`config.mk`:
```
export PLATFORM = sky130hd
export DESIGN_NAME = asadr_ram
export DESIGN_NICKNAME = d
export VERILOG_FILES = /design/src/rtl/core/asadr_ram.sv
export SDC_FILE = /design/constraint.sdc
export NUM_CORES = 1
export LEC_CHECK = 0
export BUFFER_PORTS_ARGS = -buffer_cell sky130_fd_sc_hd__buf_2
export CORE_MARGIN = 2
export CORE_UTILIZATION = 40
export CTS_CLUSTER_SIZE = 16
export DETAILED_ROUTE_END_ITERATION = 8
export HOLD_SLACK_MARGIN = 0.05
export PLACE_DENSITY = 0.56
export SLEW_MARGIN = 20
export SYNTH_ARGS = -nofsm -noshare
export SYNTH_HDL_FRONTEND = slang
export SYNTH_SLANG_ARGS = --single-unit
```
`constraint.sdc`:
```
create_clock -name clk -period 4.8 [get_ports clk]
set_input_delay 0.72 -clock clk [delete_from_list [all_inputs] [get_ports clk]]
set_output_delay 0.72 -clock clk [all_outputs]
set_load 0.02 [all_outputs]
```
`src/rtl/core/asadr_ram.sv`:
```
// Simple dual-port RAM with one write port and one registered read port.
module asadr_ram #(
	parameter int DW    = 8,
	parameter int DEPTH = 16,
	parameter int AW    = $clog2(DEPTH)
) (
	input  logic          clk,
	input  logic          we,
	input  logic [AW-1:0] waddr,
	input  logic [DW-1:0] wdata,
	input  logic [AW-1:0] raddr,
	output logic [DW-1:0] rdata
);

	logic [DW-1:0] mem [DEPTH];

	always_ff @(posedge clk) begin
		if (we) begin
			mem[waddr] <= wdata;
		end
		rdata <= mem[raddr];
	end

endmodule

```
# Word level (Yosys, flattened, before mapping)
# Memory sizes are Yosys's and may differ from the RTL's. A register that Yosys moved wholly into a read port is not among the register bits.
# Index checks and enable logic that the tools add are counted.
# totals
ff_bits,0
mem_bits_rw,128
wordCells,3
memories,1
# classes
muxes,2
# mem_list
memory,words,word_bits,rd,rd_ports_with_merged_regs,wr,line_no,rtl
mem,16,8,1,1,1,15,logic [DW-1:0] mem [DEPTH];
# ops
cell,count
two-way mux 1 bit,2

# Longest topological paths before layout
# depth
ltp_word,2
ltp_mapped,5

# Worst setup path before layout
# Ideal clock, no wire load.
# synth_timing
path_type,input -> register
startpoint,input port waddr[2]
endpoint,memory mem[0][0] (enable)
setup_ns,0.383
arrival_time_ns,1.830
required_time_ns,4.417
slack_ns,2.587
stages,2
path_buffers,0
path_cell_list,or3b_2 nor3_1
# synth_rtl
element,line_no,rtl
start: declaration,9,"input logic [AW-1:0] waddr,"
end: declaration,15,
# No word-level cell before the write port.

# Worst setup path after layout
# layout_timing
startpoint,input port waddr[2]
endpoint,memory mem[1][2] (enable)
# No word-level cell before the write port.

==> load_flow_metrics.sql <==
INSERT INTO impl_metrics (metric_group, metric, value, unit) VALUES
('timing', 'slew_violations', '0', ''),
('clocking', 'cts_root_buf', 'sky130_fd_sc_hd__clkbuf_16', ''),
('clocking', 'post_cts_clock_slew_at_the_launch_and_capture_registers_of_the_worst_setup_and_hold_paths', '0.06', 'ns'),
('timing', 'setup_viol', '0', ''),
('synthesis', 'mappedNetlistArea', '0.005147', 'mm2'),
('synthesis', 'synth.ff_latch_count', '136', ''),
('synthesis', 'post_synth.cell_area_avg', '22.48', 'um2'),
('critical_path', 'path_max_fanout', '8', ''),
('critical_path', 'startpoint_type', 'input pin', ''),
('timing', 'achievable-frequency', '498.7', 'MHz'),
('clocking', 'clk_latency', '0.41', 'ns'),
('pwr', 'ir_drop', '171.4', 'uV'),
('flow_run', 'maxCapViolations', '0', ''),
('routing', 'drt_iter0_markers', '132', ''),
('synthesis', 'synth.yosys.warnings', '0', ''),
('critical_path', 'cp_class', 'input pin to flop', ''),
('final_layout', 'fin_nets', '284', ''),
('synthesis', 'synth.net_count', '247', ''),
('worst_hold_path', 'worstHoldPathType', 'flop to flop', ''),
('floorplanning', 'floorplan.initialDensity', '40.96', '%'),
('final_layout', 'layout_common_cells', '128 x sky130_fd_sc_hd__edfxtp_1, 24 x sky130_fd_sc_hd__buf_2, 18 x sky130_fd_sc_hd__mux4_2', ''),
('critical_path', 'critPathCaptureType', 'flop', ''),
('clocking', 'cts_num_sinks', '136', ''),
('routing', 'firstDrtPassIters', '4', ''),
('grt', 'grt_antenna_before_repair', '0', ''),
('routing', 'final_routed_drc_violation_total', '0', ''),
('floorplanning', 'die_y', '117.4', 'um'),
('grt', 'gr-total-overflow', '0', ''),
('placed_design', 'pre_cts_slack', '1.997', 'ns'),
('synthesis', 'post-synth-top-area-fraction', '74.67', '%'),
('placed_design', 'place.gp.congestion', '0.7008', ''),
('routing', 'detail_route.wirelength', '9618', 'um'),
('final_layout', 'layout_commonest_cell', 'sky130_fd_sc_hd__edfxtp_1', ''),
('timing', 'slew-limit-headroom', '32.80', '%'),
('floorplanning', 'die-width', '117.4', 'um'),
('final_layout', 'final-instance-count-excl-fill', '451', ''),
('clocking', 'post_cts_buffers', '0', ''),
('routing', 'drt-wirelength-per-cell', '21.33', 'um'),
('routing', 'route.detailed.vias_per_inst', '5.131', ''),
('timing', 'period_needed', '2.005', 'ns'),
('clocking', 'clock_tree.htree_level_count', '4', ''),
('synthesis', 'synth_top_area_cell', 'sky130_fd_sc_hd__edfxtp_1', ''),
('pwr', 'power.density', '451.2', 'mW/mm2'),
('critical_path', 'worst-endpoint-arrival', '2.03', 'ns'),
('clocking', 'tritoncts', 'done', ''),
('floorplanning', 'floorplan.rows', '41', ''),
('routing', 'antenna_left', '0', ''),
('grt', 'gr-usage-all-layers', '15.17', '%'),
('final_layout', 'layout-drive-gt1-share', '27.96', '%'),
('floorplanning', 'ios', '26', ''),
('clocking', 'cts_made_buffers', '17', ''),
('timing', 'setup_ws', '2.795', 'ns'),
('placed_design', 'io_buffers', '25', ''),
('grt', 'grt_pass1_wl', '15080', 'um'),
('synthesis', 'synth_seq_area_share', '77.78', '%'),
('timing', 'worst_clock_skew', '0.006077', 'ns'),
('synthesis', 'postSynthCellCount', '229', ''),
('clocking', 'cts_buffer_depth', '2', ''),
('timing', 'final_min_period_over_clock_period', '41.77', '%'),
('grt', 'grt_start_max_net_pins', '33', ''),
('final_layout', 'syn2layout_area_growth', '16.84', '%'),
('timing', 'worst_pin_slew', '1.004', 'ns'),
('final_layout', 'num-fill-cells', '1038', ''),
('final_layout', 'antenna-diode-count', '0', ''),
('grt', 'grt_pass1_vias', '2439', ''),
('routing', 'vias', '2314', ''),
('timing', 'hold_viol_final', '0', ''),
('placed_design', 'dp_cells', '419', ''),
('floorplanning', 'dieArea', '0.01379', 'mm2'),
('synthesis', 'synth.distinct_cells', '19', ''),
('clocking', 'cts_hold_repair.buffers', '0', ''),
('pwr', 'cellLeakagePower', '1.988', 'nW'),
('timing', 'timing.setup.tns', '0', 'ns'),
('timing', 'rsz_0062_raised_after_global_routing', 'no', ''),
('outcome', 'result_of_the_run', 'completed', ''),
('synthesis', 'synth.top_cells.by_area', 'sky130_fd_sc_hd__edfxtp_1 75%, sky130_fd_sc_hd__mux4_2 7.9%, sky130_fd_sc_hd__mux4_1 7.1%', ''),
('placed_design', 'dp_hpwl', '5969', 'um'),
('clocking', 'post_cts_gate_resize_count', '0', ''),
('critical_path', 'critPathRequiredTime', '4.83', 'ns'),
('floorplanning', 'coreArea', '0.01257', 'mm2');
==> power by group <==
| part | switching, W | internal (W) | total (W) |
|---|---|---|---|
| Sequential | 0.00000769 | 0.00133 | 0.00134 |
| Combinational | 0.0000767 | 0.0000479 | 0.000125 |
| Clock | 0.000464 | 0.000789 | 0.00125 |
| Total | 0.000549 | 0.00217 | 0.00271 |
==> worst paths after layout <==
check | start | endpoint | slack [ns] | cells after the start
worst min-delay path | mem[14][5] | rdata[5] | 0.66 | 3
worst max-delay path | waddr[2] | mem[1][2] | 2.79 | 3
worst max register to register | mem[4][2] | rdata[2] | 3.42 | 3
worst min register to register | mem[14][5] | rdata[5] | 0.66 | 3
==> layer usage <==
| metal | global-route usage [%] | vias to the layer above | wire length, um |
|---|---|---|---|
| met5 | 0 | - | 0 |
| met1 | 22.41 | 1198 | 4731 |
| met2 | 21.35 | 59 | 4321 |
| li1 | - | 1047 | - |
| met3 | 4.183 | 10 | 417 |
| met4 | 6.175 | 0 | 147 |
==> final cells by class <==
cell class / instances / area [um2] / area share (%)
clock inverters: 12 / 126.4 / 2.101
multi-input cells: 83 / 1062 / 17.66
flip-flops and latches: 136 / 4004 / 66.57
well taps: 172 / 215.2 / 3.578
clock buffers: 20 / 456.7 / 7.593
repair buffers: 28 / 150.1 / 2.496
==> flip-flops by register name, summed over array words and instances (netlist names) <==
signal / cells
mem: 128
rdata: 8
==> cell families after synthesis <==
family | Yosys count | synth area share, %
AOI/OAI and AO/OA | 16 | 2.334
buffers and inverters | 10 | 1.677
DFF | 136 | 77.78
muxes | 32 | 15.02
and+or+nand+nor | 35 | 3.184
==> per-stage QoR <==
stage                     hold slack, ns  total power, W  utilization [%]  cell area, um2
after floorplan                   0.6293        0.001435                -            5147
after global placement            0.6505        0.001484            43.16            5424
after detailed placement          0.6566        0.001487            43.20            5429
after CTS                         0.6648        0.002733            47.83            6012
after global routing              0.6996        0.002804            47.85            6015
final                             0.6643        0.002714            47.85            6015
==> worst max-delay path, stage by stage <==
cell and delay (ns):
sky130_fd_sc_hd__buf_2 0.11, sky130_fd_sc_hd__or3b_2 0.52, sky130_fd_sc_hd__nor2_1 0.67
==> synthesized netlist by cell type <==
cell type and instances:
sky130_fd_sc_hd__or3b_2 1, sky130_fd_sc_hd__mux4_2 18, sky130_fd_sc_hd__nor3_1 4, sky130_fd_sc_hd__clkdlybuf4s25_2 3
sky130_fd_sc_hd__buf_2 3, sky130_fd_sc_hd__nor2_1 13, sky130_fd_sc_hd__nand2_1 9, sky130_fd_sc_hd__nand2b_1 2
sky130_fd_sc_hd__mux4_1 14, sky130_fd_sc_hd__and2_1 1, sky130_fd_sc_hd__and2b_1 1, sky130_fd_sc_hd__edfxtp_1 128
sky130_fd_sc_hd__nor2b_1 1, sky130_fd_sc_hd__nand3_1 1, sky130_fd_sc_hd__buf_6 3, sky130_fd_sc_hd__a22oi_1 16
sky130_fd_sc_hd__buf_4 1, sky130_fd_sc_hd__nand3b_1 2, sky130_fd_sc_hd__dfxtp_1 8
(Power assumes the default switching activity.)
