===== src/rtl/core/asadr_pkg.sv =====
// Shared constants, types and entry layout of the associative store.
package asadr_pkg;

	localparam int TABLE_ENTRIES = 1024;
	localparam int WAYS          = 4;
	localparam int STORE_DEPTH   = TABLE_ENTRIES + WAYS - 1;
	localparam int IDX_W         = $clog2(TABLE_ENTRIES);
	localparam int ADDR_W        = $clog2(STORE_DEPTH);
	localparam int WAY_W         = 2;

	localparam int KEY_W   = 64;
	localparam int MOVE_W  = 15;
	localparam int DEPTH_W = 8;
	localparam int VAL_W   = 16;
	localparam int AGE_W   = 8;
	localparam int PL_W    = DEPTH_W + MOVE_W + VAL_W + AGE_W;
	localparam int ENTRY_W = KEY_W + PL_W;

	localparam int PL_DEPTH_LSB = 0;
	localparam int PL_AGE_LSB   = DEPTH_W + MOVE_W + VAL_W;

	localparam int SCORE_W   = 16;
	localparam int REPL_BIAS = 256;

	localparam int CFG_IDX_W  = 1;
	localparam int CFG_DATA_W = 8;

	typedef enum logic [CFG_IDX_W-1:0] {
		REG_SCORE_MODE  = 1'b0,
		REG_CURRENT_AGE = 1'b1
	} cfg_reg_t;

	typedef enum logic [3:0] {
		ST_CLEAR = 4'b0001,
		ST_IDLE  = 4'b0010,
		ST_SCAN  = 4'b0100,
		ST_WRITE = 4'b1000
	} state_t;

	// Control from the sequencer to the shared score unit.
	typedef struct packed {
		logic             eval;
		logic             first;
		logic [WAY_W-1:0] way;
	} score_ctl_t;

	function automatic logic [PL_W-1:0] pack_payload(
		input logic [DEPTH_W-1:0] depth,
		input logic [MOVE_W-1:0]  mv,
		input logic [VAL_W-1:0]   val,
		input logic [AGE_W-1:0]   age
	);
		return {age, val, mv, depth};
	endfunction

endpackage


===== src/rtl/core/asadr_score.sv =====
// Replacement score of one candidate per cycle and running best-way tracker.
module asadr_score (
	input  logic                                clk,
	input  logic                                arst_n,
	input  asadr_pkg::score_ctl_t               ctl,
	input  logic                                mode,
	input  logic [asadr_pkg::AGE_W-1:0]         cur_age,
	input  logic [asadr_pkg::AGE_W-1:0]         entry_age,
	input  logic [asadr_pkg::DEPTH_W-1:0]       entry_depth,
	output logic [asadr_pkg::WAY_W-1:0]         pick_way
);
	import asadr_pkg::*;

	logic [AGE_W-1:0]   fwd;
	logic [AGE_W-1:0]   back;
	logic [AGE_W-1:0]   near;
	logic [SCORE_W-1:0] val;
	logic [SCORE_W-1:0] best_ref;
	logic [WAY_W-1:0]   way_ref;
	logic               better;
	logic [SCORE_W-1:0] best_q;
	logic [WAY_W-1:0]   best_way_q;

	always_comb begin
		fwd  = cur_age - entry_age;
		back = entry_age - cur_age;
		near = (fwd < back) ? fwd : back;
		if (mode) begin
			// Three times the circular distance, built as a shift and an add.
			val = SCORE_W'({near, 1'b0}) + SCORE_W'(near) + SCORE_W'(REPL_BIAS)
				- SCORE_W'(entry_depth);
		end else begin
			// For an 8-bit depth, 255 minus depth is its complement.
			val = {fwd, ~entry_depth};
		end
		best_ref = ctl.first ? '0 : best_q;
		way_ref  = ctl.first ? '0 : best_way_q;
		better   = val > best_ref;
		pick_way = better ? ctl.way : way_ref;
	end

	always_ff @(posedge clk or negedge arst_n) begin
		if (!arst_n) begin
			best_q     <= '0;
			best_way_q <= '0;
		end else if (ctl.eval) begin
			best_q     <= better ? val : best_ref;
			best_way_q <= pick_way;
		end
	end

endmodule


===== config.mk =====
export PLATFORM = sky130hd
export DESIGN_NAME = asadr_score
export DESIGN_NICKNAME = d
export VERILOG_FILES = /design/src/rtl/core/asadr_pkg.sv /design/src/rtl/core/asadr_score.sv
export SDC_FILE = /design/constraint.sdc
export NUM_CORES = 1
export LEC_CHECK = 0
export BUFFER_PORTS_ARGS = -buffer_cell sky130_fd_sc_hd__buf_4
export CAP_MARGIN = 20
export CORE_ASPECT_RATIO = 0.8
export CORE_MARGIN = 2
export CORE_UTILIZATION = 65
export DETAILED_ROUTE_END_ITERATION = 8
export GPL_TIMING_DRIVEN = 0
export PLACE_DENSITY_LB_ADDON = 0.15
export SLEW_MARGIN = 20
export SYNTH_ARGS = -nofsm -noshare
export SYNTH_HDL_FRONTEND = slang
export SYNTH_SLANG_ARGS = --single-unit

===== constraint.sdc =====
create_clock -name clk -period 20.6 [get_ports clk]
set_clock_uncertainty 0.2 [all_clocks]
set_input_delay 4.12 -clock clk [delete_from_list [all_inputs] [get_ports clk]]
set_output_delay 4.12 -clock clk [all_outputs]
set_load 0.05 [all_outputs]

## Word level (Yosys, flattened, before mapping)

Cells that the tools add are included.

- Flip-flop bits (word level): 18
- Bits of input ports: 31
- Output and inout bits: 2
- Logic and storage cells: 16

- Add/subtract/negate cells: 5
- Order comparisons: 2
- Mux-type cells: 6
- Bitwise operators: 1

Operator list:

| cell | number |
|---|---|
| two-way mux 16 bit | 3 |
| greater-than comparator 16 bit | 1 |
| subtractor 8 bit | 2 |
| subtractor 11 x 8 -> 12 bit | 1 |
| adder 10 x 9 -> 11 bit (second input constant) | 1 |
| adder 9 x 8 -> 10 bit | 1 |
| less-than comparator 8 bit | 1 |
| two-way mux 8 bit | 1 |
| NOT 8 bit | 1 |
| two-way mux 2 bit | 2 |

## Longest topological paths before layout

Gate-level depths: netlist (run 1).

- Depth in word-level cells: 9
- Gate-level depth with buffers: 32
- Mapped depth without buffers: 29

## Least setup slack after synthesis (run 1)

OpenSTA, ideal clock, no wires.

- Path kind: in2out
- Start: input cur_age[0] (netlist name)
- End: output pick_way[0] (netlist name)
- Arrival: 10.222 ns
- Data required time: 16.280 ns
- Setup slack: 6.058 ns
- Stages on the path: 27
- Buffers on the path: 1
- Path through: inv_1 > ha_1 > inv_1 > fa_1 > xnor2_1 > inv_1 > ha_1 > a21o_1 > a21o_1 > a221oi_2 > o21a_1 > buf_6 > mux2i_4 > xor2_1 > ha_1 > fa_1 > a21o_1 > a21oi_1 > o21bai_1 > a21oi_1 > xor2_1 > mux2i_1 > ha_1 > a2111oi_0 > a21oi_1 > o21ai_0 > mux2i_1

- Word-level cells in the longest chain between the ends: 9
- Elaborated cells on any way between the ends: 10
- Those cells by class: 5 x add/sub; 2 x order compare; 3 x mux

Ends and longest elaborated chain:

| what | RTL line | source |
|---|---|---|
| start: declaration | asadr_score.sv:7 | `input logic [asadr_pkg::AGE_W-1:0] cur_age,` |
| subtractor 8 bit (on tied branches) | asadr_score.sv:25, asadr_score.sv:26 |  |
| less-than comparator 8 bit | asadr_score.sv:27 | `near = (fwd < back) ? fwd : back;` |
| two-way mux 8 bit | asadr_score.sv:27 |  |
| adder 9 x 8 -> 10 bit | asadr_score.sv:30 | `val = SCORE_W'({near, 1'b0}) + SCORE_W'(near) + SCORE_W'(REPL_BIAS)` |
| adder 10 x 9 -> 11 bit | asadr_score.sv:30 |  |
| subtractor 11 x 8 -> 12 bit | asadr_score.sv:31 | `- SCORE_W'(entry_depth);` |
| two-way mux 16 bit (*) | asadr_score.sv:28 | `if (mode) begin` |
| greater-than comparator 16 bit (*) | asadr_score.sv:38 | `better = val > best_ref;` |
| two-way mux 2 bit (*) | asadr_score.sv:39 | `pick_way = better ? ctl.way : way_ref;` |
| end: declaration | asadr_score.sv:10 | `output logic [asadr_pkg::WAY_W-1:0] pick_way` |

Every way passes the cells marked *; elsewhere a longest branch is shown, timed or not.

## Final worst setup path (run 1)

- Start: input cur_age[1] (netlist name)
- End: output pick_way[1] (netlist name)

Same word-level chain as after synthesis.

==> results of run 1 <==
-- routing by layer --
layer  global-route usage  vias up  routed length [um]
met5                    0        -                   0
met4              0.04310        0                  52
met3              0.03390        8                 372
met2               0.4544       68                2987
met1               0.3982     1182                3218
li1                     -     1249                   -
-- registers in the layout, indices dropped and copies added (netlist names) --
signal / count
best_way_q: 2
best_q: 16
-- where the power goes --
group | switching, mW | internal (mW)
sequential | 0.00651 | 0.0498
clock | 0.0124 | 0.0130
combinational | 0.191 | 0.169
-- final cells by class --
| type | instances | area [sq um] |
|---|---|---|
| multi-input combinational | 271 | 2278 |
| fill | 315 | 980.9 |
| sequential | 18 | 450.4 |
| timing repair buffer | 31 | 232.7 |
| inverter | 37 | 138.9 |
| tap | 57 | 71.32 |
| buffer | 11 | 62.56 |
| clock buffer | 3 | 41.29 |
-- cells by family (layout without fill, tap and decap cells) --
family / Yosys count / after routing / synth area share
muxes: 30 / 30 / 0.1131
and+or+nand+nor: 94 / 94 / 0.1781
AOI/OAI and AO/OA: 78 / 78 / 0.1943
DFF: 18 / 18 / 0.1537
buffers and inverters: 48 / 82 / 0.06875
xor gates and xnor gates: 16 / 16 / 0.04782
adders and majority gates: 53 / 53 / 0.2442
-- tightest hold or removal path, stage by stage (launching register included) --
cell and delay, ps:
dfrtp_1 380, nand2_1 60, mux2i_1 60
-- path summary, 6_finish.rpt --
| path | to | cells past startpoint |
|---|---|---|
| max in group asynchronous | best_q[6] | 1 |
| worst max-delay path | pick_way[1] | 29 |
| worst min-delay path | best_q[3] | 2 |
| worst min register to register | best_q[3] | 2 |
| worst max register to register | best_q[4] | 10 |
| min in group asynchronous | best_q[12] | 1 |
-- per-stage QoR --
| stage | util | hold slack, ps | setup WS, ps | cell area, sq um |
|---|---|---|---|---|
| 2_1_floorplan | - | 297.8 | 6058 | 2930 |
| 3_3_place_gp | 0.7598 | 312.3 | 5916 | 3234 |
| 3_5_place_dp | 0.7598 | 329.0 | 5831 | 3234 |
| 4_1_cts | 0.7695 | 338.6 | 5779 | 3276 |
| 5_1_grt | 0.7695 | 357.4 | 5197 | 3276 |
| 6_report | 0.7695 | 334.3 | 5710 | 3276 |
-- cells in the final DEF (no fill, tap or decap), types with 2 or more instances in the layout --
master / n
a211oi_1: 2
a21o_1: 16
a21oi_1: 13
a221oi_1: 2
a221oi_2: 2
a31oi_1: 3
and2_1: 13
buf_1: 2
buf_2: 2
buf_4: 34
clkbuf_1: 3
clkbuf_8: 3
dfrtp_1: 18
fa_1: 7
ha_1: 46
inv_1: 35
inv_2: 2
mux2_2: 15
mux2i_1: 14
nand2_1: 14
nand2b_1: 24
nand4_1: 5
nor2_1: 16
nor2b_1: 10
nor3_1: 3
nor3b_1: 6
o21a_1: 9
o21ai_0: 13
o21bai_1: 4
o31a_1: 2
xnor2_1: 11
xor2_1: 5
==> summary.md, run 1 <==
| Metric | Value |
|---|---|
| Post-route ant nets | 0 |
| HPWL after DPL | 5455 um |
| DRC Markers | 0 |
| GRT Total Usage | 0.2765 |
| CTS Buffer Depth | 2 |
| Crit path from | cur_age[1] |
| Nets | approximately 460 |
| MaxCap Viol Count | 0 |
| Die Ht | 64.06 um |
| Largest net degree at the start of global routing | 19 |
| EDFF count, synth | 0 |
| Root Driver | clkbuf_8 |
| Die W | 79.07 um |
| CP arrival | 10570 ps |
| CTS Buf Count | 3 |
| Tmin final | roughly 15000 ps |
| Synth cell count leaders | ha_1, inv_1, nand2b_1, dfrtp_1 |
| PD cells | 134.7 nW/um^2 |
| Post-CTS Setup Repair Bufs | 0 |
| Total die area | 5065 sq um |
| Number of setup violations in the final report | 0 |
| Initial antenna violation count | 0 |
| Synthesized cell area | a little under 3000 sq um |
| Remaining global-route overflow | 0 |
| VDD IR-drop max | 0.1018 mV |
| Hold Buf Count CTS | 0 |
| Final count of pins violating max slew | 0 |
| RSZ-0062 raised after global routing | false |
| Distinct cells, synth | 48 |
| Main synth FF type | dfrtp_1 |
| Crit-path leading delay family | compound AO/OA/AOI/OAI gates |
| Yosys top cell area share | 0.1964 |
| Number of global-route vias before repair | 2448 |
| Sequential fraction of the synthesis area | 0.1537 |
| Asr flop ratio synth | 1.000 |
| Critical Path RT | ~16000 ps |
| Post-synthesis cell count | about 340 |
| Critical path capture point type | primary output |
| Gpl congestion | 0.9072 |
| Post-CTS Resized | 0 |
| Final setup TNS | 0 ps |
| Buf+Inv Stages, Crit Path | 5 |
| Initial Utilization | 0.6884 |
| Fmax | 0.06716 GHz |
| CTS H-tree depth | 1 |
| Avg Synthesized Cell Area | 8.695 sq um |
| Row count | 21 |
| Slew headroom | 0.6065 |
| Total power | roughly 440 uW |
| Drt via density | 5.857 |
| Final std cells w/o fill | about 430 |
| Syn nets | 421 |
| Critical path class | input pin to primary output |
| Synthesis Warnings | 0 |
| First-pass GRT wire length | between 10000 and 15000 um |
| Core Area | 4257 sq um |
| Port-buffer cells | 31 |
| Share of cells above drive strength 1 | 0.1752 |
| Tcrit/Tclk final | 0.7228 |
| Cell with the most instances after synthesis | ha_1 |
| LEAKAGE | about 1.7 nW |
| Outcome | complete, no violations |
| Reg2Reg Launch Point | best_q[1] |
| 1st-iter DRT viols | approximately 180 |
| Boundary Pins | 33 |
| Hold Startpoint | best_q[3] |
| Placed cells | 425 |
| Slowest CP cell | fa_1 |
| Skew-Pair Late Insertion Delay | 260 ps |
| Yosys top cell by area | ha_1 |
| DR pass1 iterations | 4 |
| Type of origin of the critical path | input pin |
| Area grow syn2layout | 11.78% |
| CTS tree | yes |
| Top post-synthesis cells by area | ha_1, dfrtp_1, mux2_2 |
| WL per Instance | roughly 15 um |
| Total wire length | 6630 um |
| CTS sink cnt | 18 |
| Final hold violation count | 0 |
| Crit path largest cell delay | 460 ps |
| Vias | 2507 |
| Yosys reg bits | 18 |
| Reg2Reg Setup Slack | 17490 ps |
| Clk pin slew, worst setup/hold paths | 70 ps |
| Critical-path maximum fanout | 9 |
| Min-Delay Path Class | flop to flop |
| Slew @ Worst Pin | between 500 and 600 ps |
| N_diodes | 0 |
Power figures use the tool's default switching activity.
==> run 2: changes to the inputs <==
- CORE_UTILIZATION: 65 -> 60
- clock period: 20.6 -> 13.9 ns (I/O delays scaled with it)
==> summary.md, run 2 (same netlist as run 1, synthesis figures left out) <==
| Metric | Value |
|---|---|
| Nets | 457 |
| Die Ht | 66.51 um |
| Final setup TNS | 0 ps |
| Flop pwr share | 0.129 |
| HPWL after DPL | between 5000 and 6000 um |
| CTS Buf Count | 3 |
| Area grow syn2layout | 11.91% |
| Number of setup violations in the final report | 0 |
| CP arrival | 9370 ps |
| R2r worst-path depth | 10 |
| CP dominant cell by count | ha_1 |
| Root Driver | clkbuf_8 |
| Port-buffer cells | 31 |
| Core Area | roughly 4700 sq um |
| Hold endpoint | best_q[0] |
| Initial antenna violation count | 0 |
| WL per Instance | ~15 um |
| Reg2Reg Launch Point | best_q[1] |
| Largest Register | best_q |
| Logic pwr share | 0.812 |
| Gpl congestion | 0.8486 |
| Drt via density | 5.745 |
| PD cells | 198.0 nW/um^2 |
| Skew-Pair Late Insertion Delay | 260 ps |
| DR pass1 iterations | 4 |
| Sw Share | 0.4732 |
| Critical path capture point type | primary output |
| Min-Delay Path Class | flop to flop |
| Post-CTS Resized | 0 |
| Fmax | 0.08099 GHz |
| Final count of pins violating max slew | 0 |
| First-pass GRT wire length | 10580 um |
| Outcome | complete, no violations |
| CTS Buffer Depth | 2 |
| Post-route ant nets | 0 |
| Hold Buf Count CTS | 0 |
| Post-CTS Setup Repair Bufs | 0 |
| Row count | 22 |
| Critical-path maximum fanout | 9 |
| Number of global-route vias before repair | 2341 |
| Vias | 2476 |
| MaxCap Viol Count | 0 |
| Final hold violation count | 0 |
| RSZ-0062 raised after global routing | false |
| Crit path largest cell delay | 470 ps |
| Hold Startpoint | best_q[0] |
| Largest net degree at the start of global routing | 19 |
| Slew @ Worst Pin | approximately 570 ps |
| Total power | 649.3 uW |
| Tmin final | 12350 ps |
| Internal | about 340 uW |
| Initial Utilization | 0.6299 |
| Total die area | 5462 sq um |
| DRC Markers | 0 |
| Slew headroom | 0.6227 |
| Total wire length | 6338 um |
| Slowest CP cell | fa_1 |
| Net switching power | 307.3 uW |
| Leading cell type in the layout, fill and taps excluded | ha_1 |
| CTS sink cnt | 18 |
| Tcrit/Tclk final | 0.8883 |
| Boundary Pins | 33 |
| N_diodes | 0 |
| Remaining global-route overflow | 0 |
| Type of origin of the critical path | input pin |
| 1st-iter DRT viols | approximately 140 |
| CTS tree | yes |
| Max FFs per register | 16 |
| LEAKAGE | ~1.7 nW |
| Clk pin slew, worst setup/hold paths | 60 ps |
| VDD IR-drop max | about 0.16 mV |
| CTS H-tree depth | 1 |
| Critical Path RT | 10920 ps |
| Share of cells above drive strength 1 | 0.1752 |
| GRT Total Usage | 0.2517 |
| Critical path class | input pin to primary output |
| Reg2Reg Capture Point | best_q[6] |
| WHS Path Cells | 2 |
| Reg2Reg Setup Slack | 10860 ps |
| Biggest regs | best_q: 16 flops, best_way_q: 2 flops |
| Most frequent cells in the layout | ha_1, inv_1, buf_4 |
| Clock Power Share | 0.058 |
| Die W | just over 80 um |
==> run 2: cell counts in the layout (fill, tap and decap cells not counted) <==
No cell type changed its count.
==> run 2: power by group through the flow <==
stage	Sequential [mW]	Clock (mW)	Combinational [mW]
after floorplan	0.0815	0	0.417
after global placement	0.0834	0	0.500
after detailed placement	0.0841	0	0.520
after CTS	0.0839	0.0379	0.525
after global routing	0.0868	0.0409	0.589
final	0.0840	0.0378	0.528
==> run 2: worst max path at each step <==
stage	start	end	slack [ps]
floorplan	cur_age[0]	pick_way[0]	2040
CTS	cur_age[0]	pick_way[0]	1630
finish	cur_age[0]	pick_way[0]	1550
global placement	cur_age[0]	pick_way[0]	1840
global route	cur_age[0]	pick_way[0]	1160
detailed placement	cur_age[0]	pick_way[0]	1670
==> run 2: critical path: cells and delay by family <==
| kind | cells | cell delay, ps |
|---|---|---|
| buffers and inverters | 6 | 650 |
| AOI/OAI and AO/OA | 11 | 2590 |
| xor gates and xnor gates | 3 | 650 |
| adders and majority gates | 6 | 2030 |
| muxes | 3 | 660 |
==> run 2: metal layers <==
metal | GRT usage | share of wire | up-vias
li1 | - | - | 1250
met5 | 0 | 0 | -
met4 | 0.03333 | 0.0087 | 0
met3 | 0.04201 | 0.057 | 6
met1 | 0.3687 | 0.51 | 1153
met2 | 0.3974 | 0.43 | 67
==> run 2: stage by stage <==
| step | instance area, sq um | std cells | util | hold WS [ps] | setup WS (ps) |
|---|---|---|---|---|---|
| 6_report | 3279 | 431 | 0.7049 | 322.1 | 1553 |
| 5_1_grt | 3279 | 431 | 0.7049 | 367.0 | 1157 |
| 4_1_cts | 3279 | 431 | 0.7049 | 325.4 | 1632 |
| 3_5_place_dp | 3238 | 428 | 0.6961 | 316.1 | 1673 |
| 3_3_place_gp | 3238 | 428 | 0.6961 | 312.9 | 1838 |
| 2_1_floorplan | 2930 | 337 | - | 297.8 | 2038 |
==> run 2: area by class of cell <==
| class | count | area [sq um] |
|---|---|---|
| buffer | 11 | 62.56 |
| clock buffer | 3 | 41.29 |
| fill | 389 | 1373 |
| inverter | 37 | 138.9 |
| multi-input combinational | 271 | 2278 |
| sequential | 18 | 450.4 |
| tap | 60 | 75.07 |
| timing repair buffer | 31 | 232.7 |
==> run 3: changes to the inputs <==
- CORE_UTILIZATION: 60 -> 55
- clock period: 13.9 -> 10.8 ns (I/O delays scaled with it)
==> summary.md, run 3 (same netlist as run 1, synthesis figures left out) <==
| Metric | Value |
|---|---|
| Port-buffer cells | 31 |
| GRT Total Usage | 0.2160 |
| Initial antenna violation count | 0 |
| Slew @ Worst Pin | 568.4 ps |
| Final count of pins violating max slew | 0 |
| MaxCap Viol Count | 0 |
| Min-Delay Path Class | flop to flop |
| Gpl congestion | 0.9025 |
| CTS Buf Count | 3 |
| Final setup TNS | 0 ps |
| VDD IR-drop max | about 0.18 mV |
| Biggest regs | best_q: 16 flops, best_way_q: 2 flops |
| Fin worst setup slack | 296.8 ps |
| Clk pin slew, worst setup/hold paths | ~70 ps |
| Share of cells above drive strength 1 | 0.2027 |
| Critical Path RT | 8440 ps |
| CP arrival | 8140 ps |
| Type of origin of the critical path | input pin |
| Number of setup violations in the final report | 0 |
| WL per Instance | between 10 and 15 um |
| Skew-Pair Late Insertion Delay | between 200 and 300 ps |
| DR pass1 iterations | 4 |
| Flop pwr share | 0.118 |
| Logic pwr share | 0.819 |
| Most frequent cells in the layout | ha_1, buf_4, inv_1 |
| Clock Power Share | 0.063 |
| Final hold violation count | 0 |
| Largest net degree at the start of global routing | 19 |
| Post-route ant nets | 0 |
| Tmin final | 10500 ps |
| Drt via density | 5.593 |
| LEAKAGE | roughly 1.7 nW |
| Area grow syn2layout | 14.73% |
| Reg2Reg Capture Point | best_q[7] |
| Internal | between 400 and 500 uW |
| Pre-CTS setup slack | -60.92 ps |
| M2 GR Usage | 0.3290 |
| Total power | 908.3 uW |
| Slowest CP cell | fa_1 |
| Crit path from | cur_age[1] |
| PD cells | 270.2 nW/um^2 |
| Nets | between 400 and 500 |
| Die W | 85.61 um |
| Placed Area | about 3200 sq um |
| Sw Share | 0.4657 |
| CTS sink cnt | 18 |
| Hold Startpoint | best_q[3] |
| Net switching power | 423.0 uW |
| DRC Markers | 0 |
| Initial Utilization | 0.5786 |
| Max FFs per register | 16 |
| Placed cells | 430 |
| Vias | 2444 |
| Levels on crit path | 29 |
| Outcome | complete, no violations |
| 1st-iter DRT viols | 136 |
| Row count | 23 |
| CP dominant cell by count | ha_1 |
| N_diodes | 0 |
| Root Driver | clkbuf_8 |
| Finished Cell Area | 3362 sq um |
| Total wire length | between 6000 and 7000 um |
| Buf+Inv Stages, Crit Path | 5 |
| HPWL after DPL | 5195 um |
| Crit path largest cell delay | 470 ps |
| Largest Register | best_q |
| Remaining global-route overflow | 0 |
| First-pass GRT wire length | 10470 um |
| CTS H-tree depth | 1 |
| Setup crit end | pick_way[1] |
| Core Area | just over 5000 sq um |
| Final std cells w/o fill | 437 |
| Crit-path leading delay family | compound AO/OA/AOI/OAI gates |
| Tcrit/Tclk final | 0.9725 |
| Boundary Pins | 33 |
| Number of global-route vias before repair | 2237 |
| Leading cell type in the layout, fill and taps excluded | ha_1 |
| Critical-path maximum fanout | 9 |
| CTS Buffer Depth | 2 |
| Reg2Reg Launch Point | best_q[1] |
| Gr busiest metal | met1 |
| Die Ht | 69.29 um |
| Critical path class | input pin to primary output |
| CTS tree | yes |
| Reg2Reg Setup Slack | between 7000 and 8000 ps |
| GR Layer Usage met3 | 0.03571 |
| Total die area | 5931 sq um |
| GR Util met1 | 0.3291 |
| Critical path capture point type | primary output |
| Fmax | 0.09521 GHz |
| R2r worst-path depth | 10 |
| Slew headroom | 0.6211 |
## run 3: cell type report
| cell class | instances | area [sq um] |
|---|---|---|
| Multi-Input combinational cell | 271 | 2322 |
| Fill cell | 425 | 1703 |
| Sequential cell | 18 | 450.4 |
| Timing Repair Buffer | 34 | 255.2 |
| Inverter | 37 | 138.9 |
| Tap cell | 62 | 77.57 |
| Buffer | 11 | 62.56 |
| Clock buffer | 4 | 55.05 |
## run 3: metal layers
| layer | part of all wire | vias to the layer above | wire length, um |
|---|---|---|---|
| met5 | 0 | - | 0 |
| met4 | 0.0060 | 0 | 38 |
| met3 | 0.039 | 4 | 248 |
| met2 | 0.42 | 47 | 2642 |
| met1 | 0.54 | 1136 | 3385 |
| li1 | - | 1257 | - |
## run 3: worst min path at each step
stage	end	slack, ps	cells after the start
finish	best_q[3]	330	2
CTS	best_q[3]	330	2
global placement	best_q[0]	310	2
detailed placement	best_q[3]	320	2
global route	best_q[0]	350	2
floorplan	best_q[0]	300	2
## run 3: tightest hold or removal path: stages (launching register included)
cell and delay, ps:
dfrtp_1 380, nand2_1 60, mux2i_1 60
## run 3: repair_timing
| item | CTS | global route |
|---|---|---|
| endpoints found under the setup margin | 2 | 2 |
| hold buffers | 0 | 0 |
| gates resized for setup | 2 | 10 |
| buffers inserted | 0 | 3 |
| pin swaps | 0 | 5 |
## run 3: through the flow
step                hold WS [ps]    util
floorplan                  297.8       -
global placement           313.0  0.6398
detailed placement         322.6  0.6398
CTS                        332.6  0.6514
global route               350.9  0.6638
finish                     329.2  0.6638
## run 3: power groups by stage
stage | logic (mW) | registers, mW | clock network [mW]
6_report | 0.744 | 0.107 | 0.0570
2_1_floorplan | 0.536 | 0.105 | 0
3_5_place_dp | 0.669 | 0.108 | 0
5_1_grt | 0.829 | 0.111 | 0.0619
3_3_place_gp | 0.648 | 0.107 | 0
4_1_cts | 0.676 | 0.107 | 0.0588
